**src/sv/dsi_pkg.sv**
```systemverilog
// ----------------------------------------------------------------------------
// dsi_pkg: shared definitions for the daily schedule intensity block
// Field widths, time constants, slot register layout and reset values, and
// the command and status groups between controller and datapath.
// ----------------------------------------------------------------------------
package dsi_pkg;

  localparam int SlotCount = 8;   // slots scanned, 2..8
  localparam int RegCount  = 8;   // slot registers present
  localparam int RegIdxW   = 3;
  localparam int CfgIdxW   = 4;
  localparam int CfgW      = 31;

  localparam int TimeW    = 27;
  localparam int SgnW     = TimeW + 2;
  localparam int MinW     = 11;
  localparam int ModeW    = 2;
  localparam int LevelW   = 7;
  localparam int IntW     = 15;
  localparam int SlotOutW = 4;

  localparam int FracBits = 8;
  localparam int QuotW    = IntW;
  localparam int DurW     = TimeW;
  localparam int NumW     = DurW + LevelW;
  localparam int RemW     = DurW + 1;
  localparam int DivCntW  = $clog2(QuotW);

  localparam int MsPerMin = 60 * 1000;
  localparam int MsPerDay = 24 * 3600 * 1000;
  localparam int FullQ8   = 25600;

  // slot register layout
  localparam int StartLsb = 0;
  localparam int EndLsb   = 11;
  localparam int ModeLsb  = 22;
  localparam int LevelLsb = 24;

  localparam logic [ModeW-1:0] ModeFixed = 2'd2;

  localparam logic [CfgW-1:0] SlotReset [RegCount] = '{
    31'd1686847488, 31'd1678705000, 31'd1688322528, 31'd1684374584,
    31'd11338928,   31'd8388608,    31'd8388608,    31'd8388608
  };

  typedef struct packed {
    logic               start;
    logic               rd;
    logic               test;
    logic               clamp;
    logic               mul1;
    logic               mul2;
    logic               div;
    logic               emit;
    logic [RegIdxW-1:0] idx;
  } dsi_cmd_t;

  typedef struct packed {
    logic hit;
    logic fixed;
    logic out_blocked;
  } dsi_sts_t;

endpackage

```
**src/sv/dsi_ctrl.sv**
```systemverilog
// ----------------------------------------------------------------------------
// dsi_ctrl: sequencer for the schedule lookup
// Walks the slot scan (read, test per slot), the range clamp, the two multiply
// steps and bit-serial divide for a ramp slot, and the result transfer.
// ----------------------------------------------------------------------------
module dsi_ctrl (
  input  logic               clk_i,
  input  logic               rst_ni,
  input  logic               in_valid_i,
  output logic               in_stall_o,
  input  dsi_pkg::dsi_sts_t  sts_i,
  output dsi_pkg::dsi_cmd_t  cmd_o
);

  typedef enum logic [2:0] {
    ST_IDLE,
    ST_READ,
    ST_TEST,
    ST_CLAMP,
    ST_MUL1,
    ST_MUL2,
    ST_DIV,
    ST_EMIT
  } state_e;

  state_e                            state_q;
  logic [dsi_pkg::RegIdxW-1:0]       idx_q;
  logic [dsi_pkg::DivCntW-1:0]       cnt_q;

  assign in_stall_o = (state_q != ST_IDLE);

  assign cmd_o.start = (state_q == ST_IDLE) && in_valid_i;
  assign cmd_o.rd    = (state_q == ST_READ);
  assign cmd_o.test  = (state_q == ST_TEST);
  assign cmd_o.clamp = (state_q == ST_CLAMP);
  assign cmd_o.mul1  = (state_q == ST_MUL1);
  assign cmd_o.mul2  = (state_q == ST_MUL2);
  assign cmd_o.div   = (state_q == ST_DIV);
  assign cmd_o.emit  = (state_q == ST_EMIT);
  assign cmd_o.idx   = idx_q;

  always_ff @(posedge clk_i or negedge rst_ni) begin
    if (!rst_ni) begin
      state_q <= ST_IDLE;
      idx_q   <= '0;
      cnt_q   <= '0;
    end else begin
      unique case (state_q)
        ST_IDLE: begin
          if (in_valid_i) begin
            state_q <= ST_READ;
            idx_q   <= '0;
          end
        end
        ST_READ: begin
          state_q <= ST_TEST;
        end
        ST_TEST: begin
          // scan every slot so the wrap-around predecessor is known
          if (idx_q == dsi_pkg::RegIdxW'(dsi_pkg::SlotCount - 1)) begin
            state_q <= ST_CLAMP;
          end else begin
            idx_q   <= idx_q + dsi_pkg::RegIdxW'(1);
            state_q <= ST_READ;
          end
        end
        ST_CLAMP: begin
          if (sts_i.hit && !sts_i.fixed) begin
            state_q <= ST_MUL1;
          end else begin
            state_q <= ST_EMIT;
          end
        end
        ST_MUL1: begin
          state_q <= ST_MUL2;
        end
        ST_MUL2: begin
          state_q <= ST_DIV;
          cnt_q   <= '0;
        end
        ST_DIV: begin
          if (cnt_q == dsi_pkg::DivCntW'(dsi_pkg::QuotW - 1)) begin
            state_q <= ST_EMIT;
          end else begin
            cnt_q <= cnt_q + dsi_pkg::DivCntW'(1);
          end
        end
        ST_EMIT: begin
          // hold until the output register is free
          if (!sts_i.out_blocked) begin
            state_q <= ST_IDLE;
          end
        end
      endcase
    end
  end

endmodule

```
**src/sv/dsi_dpath.sv**
```systemverilog
// ----------------------------------------------------------------------------
// dsi_dpath: datapath for the schedule lookup
// Slot registers, window test, elapsed/duration clamp, interpolation
// products, restoring divider and the output register.
// ----------------------------------------------------------------------------
module dsi_dpath (
  input  logic                            clk_i,
  input  logic                            rst_ni,
  input  dsi_pkg::dsi_cmd_t               cmd_i,
  output dsi_pkg::dsi_sts_t               sts_o,
  input  logic [dsi_pkg::TimeW-1:0]       time_of_day_ms_i,
  input  logic                            cfg_valid_i,
  input  logic [dsi_pkg::CfgIdxW-1:0]     cfg_index_i,
  input  logic [dsi_pkg::CfgW-1:0]        cfg_data_i,
  output logic                            out_valid_o,
  input  logic                            out_stall_i,
  output logic [dsi_pkg::IntW-1:0]        intensity_q8_o,
  output logic [dsi_pkg::SlotOutW-1:0]    active_slot_o
);

  localparam int IntPart = dsi_pkg::QuotW - dsi_pkg::FracBits;

  // slot registers
  logic [dsi_pkg::CfgW-1:0] slot_q [dsi_pkg::RegCount];
  logic                     cfg_we;

  assign cfg_we = cfg_valid_i &&
                  (cfg_index_i < dsi_pkg::CfgIdxW'(dsi_pkg::RegCount));

  always_ff @(posedge clk_i or negedge rst_ni) begin
    if (!rst_ni) begin
      for (int i = 0; i < dsi_pkg::RegCount; i++) begin
        slot_q[i] <= dsi_pkg::SlotReset[i];
      end
    end else if (cfg_we) begin
      slot_q[cfg_index_i[dsi_pkg::RegIdxW-1:0]] <= cfg_data_i;
    end
  end

  // slot read and field decode
  logic [dsi_pkg::CfgW-1:0]   rd_word;
  logic [dsi_pkg::MinW-1:0]   rd_start;
  logic [dsi_pkg::MinW-1:0]   rd_end;

  assign rd_word  = slot_q[cmd_i.idx];
  assign rd_start = rd_word[dsi_pkg::StartLsb +: dsi_pkg::MinW];
  assign rd_end   = rd_word[dsi_pkg::EndLsb +: dsi_pkg::MinW];

  logic [dsi_pkg::TimeW-1:0]  t_q;
  logic [dsi_pkg::TimeW-1:0]  s_q, e_q;
  logic                       en_q;
  logic [dsi_pkg::LevelW-1:0] lvl_q;
  logic [dsi_pkg::ModeW-1:0]  mode_q;

  // window test
  logic signed [dsi_pkg::SgnW-1:0] t_s, s_s, e_s, day_s;
  logic signed [dsi_pkg::SgnW-1:0] el_now, dur_now;
  logic                            hit_now;

  assign t_s   = signed'({2'b00, t_q});
  assign s_s   = signed'({2'b00, s_q});
  assign e_s   = signed'({2'b00, e_q});
  assign day_s = signed'(dsi_pkg::SgnW'(dsi_pkg::MsPerDay));

  always_comb begin
    if (e_q > s_q) begin
      hit_now = en_q && (t_q >= s_q) && (t_q < e_q);
      dur_now = e_s - s_s;
    end else if (e_q < s_q) begin
      hit_now = en_q && ((t_q >= s_q) || (t_q < e_q));
      dur_now = day_s - s_s + e_s;
    end else begin
      hit_now = 1'b0;
      dur_now = e_s - s_s;
    end
    el_now = (t_q >= s_q) ? (t_s - s_s) : (t_s + day_s - s_s);
  end

  // scan results
  logic                            hit_q;
  logic [dsi_pkg::RegIdxW-1:0]     hit_idx_q;
  logic [dsi_pkg::LevelW-1:0]      hit_lvl_q;
  logic                            hit_fixed_q;
  logic signed [dsi_pkg::SgnW-1:0] el_raw_q, dur_raw_q;
  logic                            prev_valid_q;
  logic [dsi_pkg::LevelW-1:0]      prev_lvl_q;
  logic                            last_en_valid_q;
  logic [dsi_pkg::LevelW-1:0]      last_en_lvl_q;
  logic [dsi_pkg::RegIdxW-1:0]     last_en_idx_q;

  // clamp, products, divider
  logic [dsi_pkg::DurW-1:0]   dur_q, el_q, dur_d, el_d;
  logic [dsi_pkg::LevelW-1:0] startv_q, startv_d;
  logic [dsi_pkg::NumW-1:0]   p1_q, num;
  logic [dsi_pkg::RemW-1:0]   rem_q, trial, dur_ext;
  logic [dsi_pkg::QuotW-1:0]  dq_q;
  logic                       ge;

  always_comb begin
    if (dur_raw_q <= 0) begin
      dur_d = dsi_pkg::DurW'(1);
      el_d  = '0;
    end else begin
      dur_d = dur_raw_q[dsi_pkg::DurW-1:0];
      if (el_raw_q < 0) begin
        el_d = '0;
      end else if (el_raw_q > dur_raw_q) begin
        el_d = dur_raw_q[dsi_pkg::DurW-1:0];
      end else begin
        el_d = el_raw_q[dsi_pkg::DurW-1:0];
      end
    end
    // predecessor: last enabled slot before the hit, else the highest one after
    if (prev_valid_q) begin
      startv_d = prev_lvl_q;
    end else if (last_en_valid_q && (last_en_idx_q != hit_idx_q)) begin
      startv_d = last_en_lvl_q;
    end else begin
      startv_d = '0;
    end
  end

  assign num     = p1_q + dsi_pkg::NumW'(hit_lvl_q) * dsi_pkg::NumW'(el_q);
  assign dur_ext = {1'b0, dur_q};
  assign trial   = {rem_q[dsi_pkg::RemW-2:0], dq_q[dsi_pkg::QuotW-1]};
  assign ge      = (trial >= dur_ext);

  // result select
  logic                          blocked, load;
  logic [dsi_pkg::IntW-1:0]      res_val, res_clamped, last_q;
  logic                          out_valid_q;
  logic [dsi_pkg::IntW-1:0]      out_int_q;
  logic [dsi_pkg::SlotOutW-1:0]  out_slot_q;

  assign blocked = out_valid_q && out_stall_i;
  assign load    = cmd_i.emit && !blocked;

  always_comb begin
    res_val     = hit_fixed_q ? {hit_lvl_q, dsi_pkg::FracBits'(0)} : dq_q;
    res_clamped = (res_val > dsi_pkg::IntW'(dsi_pkg::FullQ8)) ?
                  dsi_pkg::IntW'(dsi_pkg::FullQ8) : res_val;
  end

  // control state
  always_ff @(posedge clk_i or negedge rst_ni) begin
    if (!rst_ni) begin
      hit_q           <= 1'b0;
      last_en_valid_q <= 1'b0;
      out_valid_q     <= 1'b0;
      last_q          <= '0;
    end else begin
      if (cmd_i.start) begin
        hit_q           <= 1'b0;
        last_en_valid_q <= 1'b0;
      end else if (cmd_i.test && en_q) begin
        last_en_valid_q <= 1'b1;
        if (hit_now) begin
          hit_q <= 1'b1;
        end
      end
      if (load) begin
        out_valid_q <= 1'b1;
        if (hit_q) begin
          last_q <= res_clamped;
        end
      end else if (!out_stall_i) begin
        out_valid_q <= 1'b0;
      end
    end
  end

  // payload
  always_ff @(posedge clk_i) begin
    if (cmd_i.start) begin
      t_q <= time_of_day_ms_i;
    end
    if (cmd_i.rd) begin
      s_q    <= dsi_pkg::TimeW'(rd_start * dsi_pkg::MsPerMin);
      e_q    <= dsi_pkg::TimeW'(rd_end * dsi_pkg::MsPerMin);
      en_q   <= (rd_start != '0) || (rd_end != '0);
      lvl_q  <= rd_word[dsi_pkg::LevelLsb +: dsi_pkg::LevelW];
      mode_q <= rd_word[dsi_pkg::ModeLsb +: dsi_pkg::ModeW];
    end
    if (cmd_i.test && en_q) begin
      // first hit only: capture window and the predecessor seen so far
      if (hit_now && !hit_q) begin
        hit_idx_q    <= cmd_i.idx;
        hit_lvl_q    <= lvl_q;
        hit_fixed_q  <= (mode_q == dsi_pkg::ModeFixed);
        el_raw_q     <= el_now;
        dur_raw_q    <= dur_now;
        prev_valid_q <= last_en_valid_q;
        prev_lvl_q   <= last_en_lvl_q;
      end
      last_en_lvl_q <= lvl_q;
      last_en_idx_q <= cmd_i.idx;
    end
    if (cmd_i.clamp) begin
      dur_q    <= dur_d;
      el_q     <= el_d;
      startv_q <= startv_d;
    end
    if (cmd_i.mul1) begin
      p1_q <= dsi_pkg::NumW'(startv_q) * dsi_pkg::NumW'(dur_q - el_q);
    end
    if (cmd_i.mul2) begin
      // numerator is num * 256; quotient fits QuotW bits
      rem_q <= dsi_pkg::RemW'(num >> IntPart);
      dq_q  <= {num[IntPart-1:0], dsi_pkg::FracBits'(0)};
    end
    if (cmd_i.div) begin
      rem_q <= ge ? (trial - dur_ext) : trial;
      dq_q  <= {dq_q[dsi_pkg::QuotW-2:0], ge};
    end
    if (load) begin
      out_int_q  <= hit_q ? res_clamped : last_q;
      out_slot_q <= hit_q ? ({1'b0, hit_idx_q} + dsi_pkg::SlotOutW'(1)) : '0;
    end
  end

  assign sts_o.hit         = hit_q;
  assign sts_o.fixed       = hit_fixed_q;
  assign sts_o.out_blocked = blocked;

  assign out_valid_o    = out_valid_q;
  assign intensity_q8_o = out_int_q;
  assign active_slot_o  = out_slot_q;

endmodule

```
**src/sv/daily_schedule_intensity_core.sv**
```systemverilog
// Sequence: input transfer, slot scan (a read and a test per slot), range clamp,
//   the multiply steps and divide for an interpolating slot, then the result.
// Input: a new time is taken only after the result of the last one has been
//   loaded into the output register; the divider yields one bit per cycle.
// Reset: slot registers take their default schedule, last intensity clears to 0,
//   no result is pending.
// ----------------------------------------------------------------------------
// daily_schedule_intensity_core: scheduled intensity from time of day
// Scans eight schedule slots for the window that holds the given time and
// returns a fixed or linearly interpolated intensity, percent in Q8.
// ----------------------------------------------------------------------------
module daily_schedule_intensity_core (
  input  logic                            clk_i,
  input  logic                            rst_ni,
  input  logic                            in_valid_i,
  output logic                            in_stall_o,
  input  logic [dsi_pkg::TimeW-1:0]       time_of_day_ms_i,
  output logic                            out_valid_o,
  input  logic                            out_stall_i,
  output logic [dsi_pkg::IntW-1:0]        intensity_q8_o,
  output logic [dsi_pkg::SlotOutW-1:0]    active_slot_o,
  input  logic                            cfg_valid_i,
  output logic                            cfg_ready_o,
  input  logic [dsi_pkg::CfgIdxW-1:0]     cfg_index_i,
  input  logic [dsi_pkg::CfgW-1:0]        cfg_data_i
);

  dsi_pkg::dsi_cmd_t cmd;
  dsi_pkg::dsi_sts_t sts;

  assign cfg_ready_o = 1'b1;

  dsi_ctrl u_ctrl (
    .clk_i      (clk_i),
    .rst_ni     (rst_ni),
    .in_valid_i (in_valid_i),
    .in_stall_o (in_stall_o),
    .sts_i      (sts),
    .cmd_o      (cmd)
  );

  dsi_dpath u_dpath (
    .clk_i            (clk_i),
    .rst_ni           (rst_ni),
    .cmd_i            (cmd),
    .sts_o            (sts),
    .time_of_day_ms_i (time_of_day_ms_i),
    .cfg_valid_i      (cfg_valid_i),
    .cfg_index_i      (cfg_index_i),
    .cfg_data_i       (cfg_data_i),
    .out_valid_o      (out_valid_o),
    .out_stall_i      (out_stall_i),
    .intensity_q8_o   (intensity_q8_o),
    .active_slot_o    (active_slot_o)
  );

`ifndef SYNTHESIS
  a_busy_after_accept: assert property (@(posedge clk_i) disable iff (!rst_ni)
    (in_valid_i && !in_stall_o) |=> in_stall_o)
    else $error("input taken again right after a transfer");

  a_slot_range: assert property (@(posedge clk_i) disable iff (!rst_ni)
    out_valid_o |-> (active_slot_o <= dsi_pkg::SlotOutW'(dsi_pkg::SlotCount)))
    else $error("active slot beyond scanned slots");

  a_level_range: assert property (@(posedge clk_i) disable iff (!rst_ni)
    out_valid_o |-> (intensity_q8_o <= dsi_pkg::IntW'(dsi_pkg::FullQ8)))
    else $error("intensity above full scale");

  a_no_early_result: assert property (@(posedge clk_i) disable iff (!rst_ni)
    (in_valid_i && !in_stall_o && !out_valid_o) |=> !out_valid_o)
    else $error("result appeared one cycle after a transfer");
`endif

endmodule

```
**config.mk**
```make
export PLATFORM = sky130hd
export DESIGN_NAME = daily_schedule_intensity_core
export DESIGN_NICKNAME = d
export VERILOG_FILES = /design/src/sv/dsi_pkg.sv /design/src/sv/dsi_ctrl.sv /design/src/sv/dsi_dpath.sv /design/src/sv/daily_schedule_intensity_core.sv
export SDC_FILE = /design/constraint.sdc
export NUM_CORES = 2
export LEC_CHECK = 0
export BUFFER_PORTS_ARGS = -buffer_cell sky130_fd_sc_hd__buf_2
export CAP_MARGIN = 30
export CELL_PAD_IN_SITES_DETAIL_PLACEMENT = 1
export CELL_PAD_IN_SITES_GLOBAL_PLACEMENT = 1
export CORE_UTILIZATION = 53
export DETAILED_ROUTE_END_ITERATION = 8
export PLACE_DENSITY = 0.81
export SYNTH_ARGS = -nofsm -noshare
export SYNTH_HDL_FRONTEND = slang
export SYNTH_SLANG_ARGS = --single-unit
```
**constraint.sdc**
```tcl
create_clock -name clk_i -period 10.3 [get_ports clk_i]
set_clock_uncertainty 0.1 [all_clocks]
set_input_delay 1.545 -clock clk_i [delete_from_list [all_inputs] [get_ports clk_i]]
set_output_delay 1.545 -clock clk_i [all_outputs]
set_load 0.1 [all_outputs]
```
======== Word-level counts from Yosys, hierarchy flattened ========
Index checks and enable logic that the tools add are counted.
storage, ports and cells
  output and inout bits ................... 22
  register bits ........................... 600
  logic and storage cells ................. 157
  bits of input ports ..................... 67
operators by class
  bitwise gates (word level) .............. 2
  $lt $le $gt $ge ......................... 13
  $mul .................................... 4
  equal/unequal tests ..................... 17
  reductions and logical operators ........ 31
  mux-type cells .......................... 40
  add/subtract/negate cells ............... 12
operators by type and width
  kind                                                              number
  bitwise mux 248 bit                                               1
  two-way mux 27 bit                                                4
  binary-select mux 31 bit (select 3 bit)                           1
  demux 31 bit (select 3 bit)                                       1
  two-way mux 31 bit                                                3
  two-way mux 29 bit                                                3
  subtractor 27 x 27 -> 28 bit                                      3
  two-way mux 15 bit                                                5
  less-than comparator 27 bit                                       2
  multiplier 11 x 11 -> 22 bit (second input constant)              2
  adder 34 bit                                                      1
  multiplier 7 x 27 -> 34 bit                                       1
  multiplier 7 x 34 -> 34 bit                                       1
  adder 29 x 28 -> 29 bit                                           1
  greater-than comparator 29 bit                                    1
  less-or-equal comparator 29 x 1 -> 1 bit (second input constant)  1
  less-than comparator 29 x 1 -> 1 bit (second input constant)      1
  subtractor 29 x 28 -> 29 bit                                      1
  adder 27 x 27 -> 28 bit (second input constant)                   1
  >= comparator 28 x 27 -> 1 bit                                    1
  subtractor 27 x 27 -> 28 bit (first input constant)               1
  >= comparator 27 bit                                              1
  greater-than comparator 27 bit                                    1
  subtractor 27 bit                                                 1
  34 further kinds                                                  80

======== Longest topological paths before layout ========
  word-level depth ........................ 8
  depth in mapped cells ................... 31
  mapped depth without buffers ............ 31

======== Cells and area by module ========
A second synthesis with hierarchy kept.
unflattened totals
  cells, all modules ...................... 4646
  area total of the unflattened synthesis .. 50155.6 um2
by module, submodules not included
  module                         cells each  area an instance (um2)  instances
  dsi_dpath                      4582        49507.5                 1
  dsi_ctrl                       62          636.9                   1
  daily_schedule_intensity_core  2           11.3                    1

======== Worst setup path before layout ========
No wires, ideal clock.
  path kind ............................... register -> register
  start point ............................. register u_ctrl.idx_q[0] in the netlist's numbering
  end point ............................... register u_dpath.e_q[26] in the netlist's numbering (data pin)
  library setup time ...................... 0.259 ns
  stages on the path, launching flop included .. 21
  period minus slack after synthesis ...... 7.237 ns
  slack ................................... 3.063 ns
  arrival ................................. 6.878 ns
  path through ............................ dfrtp_1 > clkbuf_1 > buf_1 > mux4_2 > mux2i_1 > inv_1 > fa_1 > inv_1 > fa_1 > fa_1 > inv_1 > fa_1 > fa_1 > ha_1 > o41ai_1 > o21ai_0 > or4_1 > nor3b_1 > a2111oi_2 > a21oi_1 > xnor2_1
on the way
  word-level cells in the longest chain between the ends .. 5
ends and longest elaborated chain
  element                                                 RTL line          text
  start: declaration                                      dsi_ctrl.sv:27    logic [dsi_pkg::RegIdxW-1:0] idx_q;
  start signal: assignment                                dsi_ctrl.sv:63    idx_q <= idx_q + dsi_pkg::RegIdxW'(1);
  NOT 3 -> 4 bit (not written as such)                    dsi_dpath.sv:45   assign rd_word = slot_q[cmd_i.idx];
  binary-select mux 31 bit (select 3 bit)                 dsi_dpath.sv:45
  two-way mux 31 bit (not written as such) (2 in series)  dsi_dpath.sv:45
  multiplier 11 x 11 -> 22 bit                            dsi_dpath.sv:179  e_q <= dsi_pkg::TimeW'(rd_end * dsi_pkg::MsPerMin);
  end signal: assignment                                  dsi_dpath.sv:179
  end: declaration                                        dsi_dpath.sv:50   logic [dsi_pkg::TimeW-1:0] s_q, e_q;
No other way between the ends. The select of a mux whose other input is x is not followed.
A chain may end at the register's enable or synchronous reset.

======== Worst setup path in the final report ========
  start point ............................. register u_dpath.el_q[0] in the netlist's numbering
  end point ............................... register u_dpath.p1_q[31] in the netlist's numbering (data pin)
on the way
  word-level cells in the longest chain between the ends .. 2
ends and longest elaborated chain
  element                       RTL line          text
  start: declaration            dsi_dpath.sv:92   logic [dsi_pkg::DurW-1:0] dur_q, el_q, dur_d, el_d;
  start signal: assignment      dsi_dpath.sv:200  el_q <= el_d;
  subtractor 27 x 27 -> 28 bit  dsi_dpath.sv:204  p1_q <= dsi_pkg::NumW'(startv_q) * dsi_pkg::NumW'(dur_q - el_q);
  multiplier 7 x 34 -> 34 bit   dsi_dpath.sv:204
  end signal: assignment        dsi_dpath.sv:204
  end: declaration              dsi_dpath.sv:94   logic [dsi_pkg::NumW-1:0] p1_q, num;
No other way between the ends.

==> qor.csv <==
metric,value,unit
status,"complete, no violations",
syn_nets,5413,
synth_compound_area_share,9.782,%
fp-row-count,111,
grt_usage,31.75,%
start_util,53.59,%
antenna_found_initial,12,
drv_cap,0,
viasPerCell,5.987,
syn_inst,4554,
setup_tns,0,ns
synthFlopType,edfxtp_1,
fmax,0.1191,GHz
synth_top_area_cell,edfxtp_1,
synthSimpleGateAreaFrac,11.25,%
cts_tree,done,
ff2ff_path_depth,25,
worst_pin_slew,1.052,ns
io_pins,89,
final_layout_size_suffix_gt1_share,14.72,%
seq_area,0.01644,sq mm
post_cts_buffers,0,
hold_viol_final,0,
n_fill_cell,9656,
cts_resized,0,
fin_nets,5485,
critPathTopFamily,compound AO/OA/AOI/OAI gates,
hold_path.class,register to register,
slew_headroom,29.19,%
place_hpwl,108.4,mm
die_w,306.7,um
drc,0,
clock_latency,0.68,ns
drt_iter0_drc,2114,
synth_seq_area_share,33.41,%
mostFrequentLayoutCells,"571 x inv_1, 421 x ha_1, 371 x fa_1",
setup_viol,0,
grt_max_degree,197,
ant_nets,0,
regToRegSetupSlack,1.91,ns
end_kind,register,
drt-total-wl,146.7,mm
synth_area_leaders,"edfxtp_1 19%, fa_1 15%, dfrtp_1 11%",
r2r_end,u_dpath.p1_q[31],
ys_ff_latch,591,
portBuffers,87,
synth-warning-count,0,
muxShareOfSynthArea,9.845,%
worstPathRequired,10.58,ns
min_path_cells,0,
cp.buffers_inverters,2,
cts_root_buffer,clkbuf_16,
criticalPathCategory,register to register,
r2r_start,u_dpath.el_q[0],
die_h,306.7,um
clk_pin_slew,0.06,ns
rsz0062_at_grt,false,
cts_hold_buffers,0,
gp_congestion,0.9463,
fin_crit_sh,81.50,%
via_count,35482,
synth_adder_area_share,25.80,%
synth-xor-area-share,4.451,%
synthToLayoutAreaGrowth,8.937,%
grt_pass1_wl,229.8,mm
synth_top_area_share,19.23,%
multiInputGateArea,0.03016,sq mm
layout_commonest_cell,inv_1,
clock_sinks,591,
grt_overflow,0,
coreArea,0.09180,sq mm
synth-edff-count,315,
worstHoldStart,u_dpath.lvl_q[0],
worstHoldEndpoint,u_dpath.last_en_lvl_q[0],
h-tree-depth,3,
synth_top_family_by_area,adder cells,
syn_area,0.04920,sq mm
clk_path_buf_depth,3,
cts-buffers-inserted,68,
avgSynthCellArea,10.80,sq um
die-area,0.09404,sq mm
layout_min_cycle_time,8.395,ns
worst_ep_arrival_time,8.68,ns
crit_path_top_delay_cell,a2111oi_0,
wl_per_cell,24.76,um
slew_violations,0,
yosysUniqueCellTypes,84,
first_global_vias,39449,
path_max_fanout,8,
cp-start-kind,register,
drtPass1Iterations,5,
max_stage_delay,0.73,ns
async_reset_ff_share,46.70,%
## state kept, by name (all words and copies together) (netlist names), 15 cells and up
name	cells
u_dpath.slot_q	248
u_dpath.p1_q	34
u_dpath.el_raw_q	29
u_dpath.el_q	27
u_dpath.rem_q	27
u_dpath.t_q	27
u_dpath.dur_raw_q	24
u_dpath.dur_q	23
u_dpath.e_q	22
u_dpath.s_q	22
u_dpath.dq_q	15
u_dpath.intensity_q8_o	15
u_dpath.last_q	15
## routing by layer
metal / track usage, % / part of all wire, %
met5: 0 / 0.050
met4: 14.51 / 4.7
met3: 4.425 / 4.2
met2: 56.28 / 51
met1: 38.21 / 40
## synthesized netlist by cell type, types with 20 or more instances
cell / instances
nor3_1: 51
a21boi_0: 24
nand2b_1: 30
xnor2_1: 175
dfrtp_1: 221
nand3_1: 53
nand4_1: 48
o21bai_1: 28
mux2_2: 275
o211ai_1: 20
nor2_1: 225
and2_1: 222
a21oi_1: 200
nor2b_1: 55
o21a_1: 37
nor4_1: 22
a21o_1: 80
a211oi_1: 28
fa_1: 371
mux4_2: 62
o31ai_1: 34
buf_1: 30
o21ai_0: 140
nand2_1: 310
and3_1: 28
inv_1: 571
a31oi_1: 22
clkbuf_1: 99
xor2_1: 75
dfstp_2: 55
edfxtp_1: 315
mux2i_1: 35
ha_1: 421
## how the worst max path moves through the flow
stage	slack [ns]	cells after the start	from	to
2_1_floorplan	3.06	20	u_ctrl.idx_q[0]	u_dpath.e_q[26]
3_3_place_gp	2.14	25	u_dpath.el_q[0]	u_dpath.p1_q[31]
3_5_place_dp	1.94	25	u_dpath.el_q[0]	u_dpath.p1_q[31]
4_1_cts	1.83	25	u_dpath.el_q[0]	u_dpath.p1_q[31]
5_1_grt	1.31	25	u_dpath.el_q[0]	u_dpath.p1_q[31]
6_report	1.91	25	u_dpath.el_q[0]	u_dpath.p1_q[31]
## worst reg2reg max path: stages, from the launching register on
cell	delay, ns
edfxtp_1	0.48
ha_1	0.28
nor3_1	0.45
a41oi_1	0.32
o21bai_1	0.22
a21oi_1	0.12
o21bai_1	0.15
a21oi_1	0.10
xnor2_1	0.41
and2_1	0.23
fa_1	0.45
fa_1	0.51
fa_1	0.50
inv_1	0.06
fa_1	0.48
inv_1	0.05
ha_1	0.34
a21oi_1	0.33
nand3_1	0.14
a2111oi_0	0.73
o311ai_0	0.45
a221oi_1	0.47
o21ai_0	0.28
a21o_1	0.24
a21oi_1	0.17
xnor2_1	0.08
## per-stage QoR
stage	std cells	instance area, sq um	hold slack (ns)	setup WS (ns)	util, %
floorplan	4554	49200	0.3215	3.063	-
global placement	5790	51070	0.3252	2.143	55.63
detailed placement	5796	51180	0.3421	1.942	55.75
CTS	5920	53520	0.3476	1.825	58.30
global route	5925	53590	0.3623	1.313	58.37
finish	5927	53590	0.3479	1.905	58.38
## area by class of cell
class                           count  area share [%]
Timing Repair Buffer              137           1.746
Multi-Input combinational cell   3257           56.28
Antenna cell                        4         0.01868
Inverter                          571           3.999
Clock buffer                       90           3.640
Tap cell                         1243           2.902
Sequential cell                   591           30.68
Clock inverter                     34          0.7354
## cell families after synthesis
logic type / after synthesis
AOI/OAI and AO/OA: 733
and+or+nand+nor: 1109
xor gates and xnor gates: 250
DFF: 591
buffers and inverters: 706
adders and majority gates: 792
muxes: 372
other: 1
Power is not shown: default switching activity piles up to over one toggle a cycle in this logic, so the estimate is an artifact.
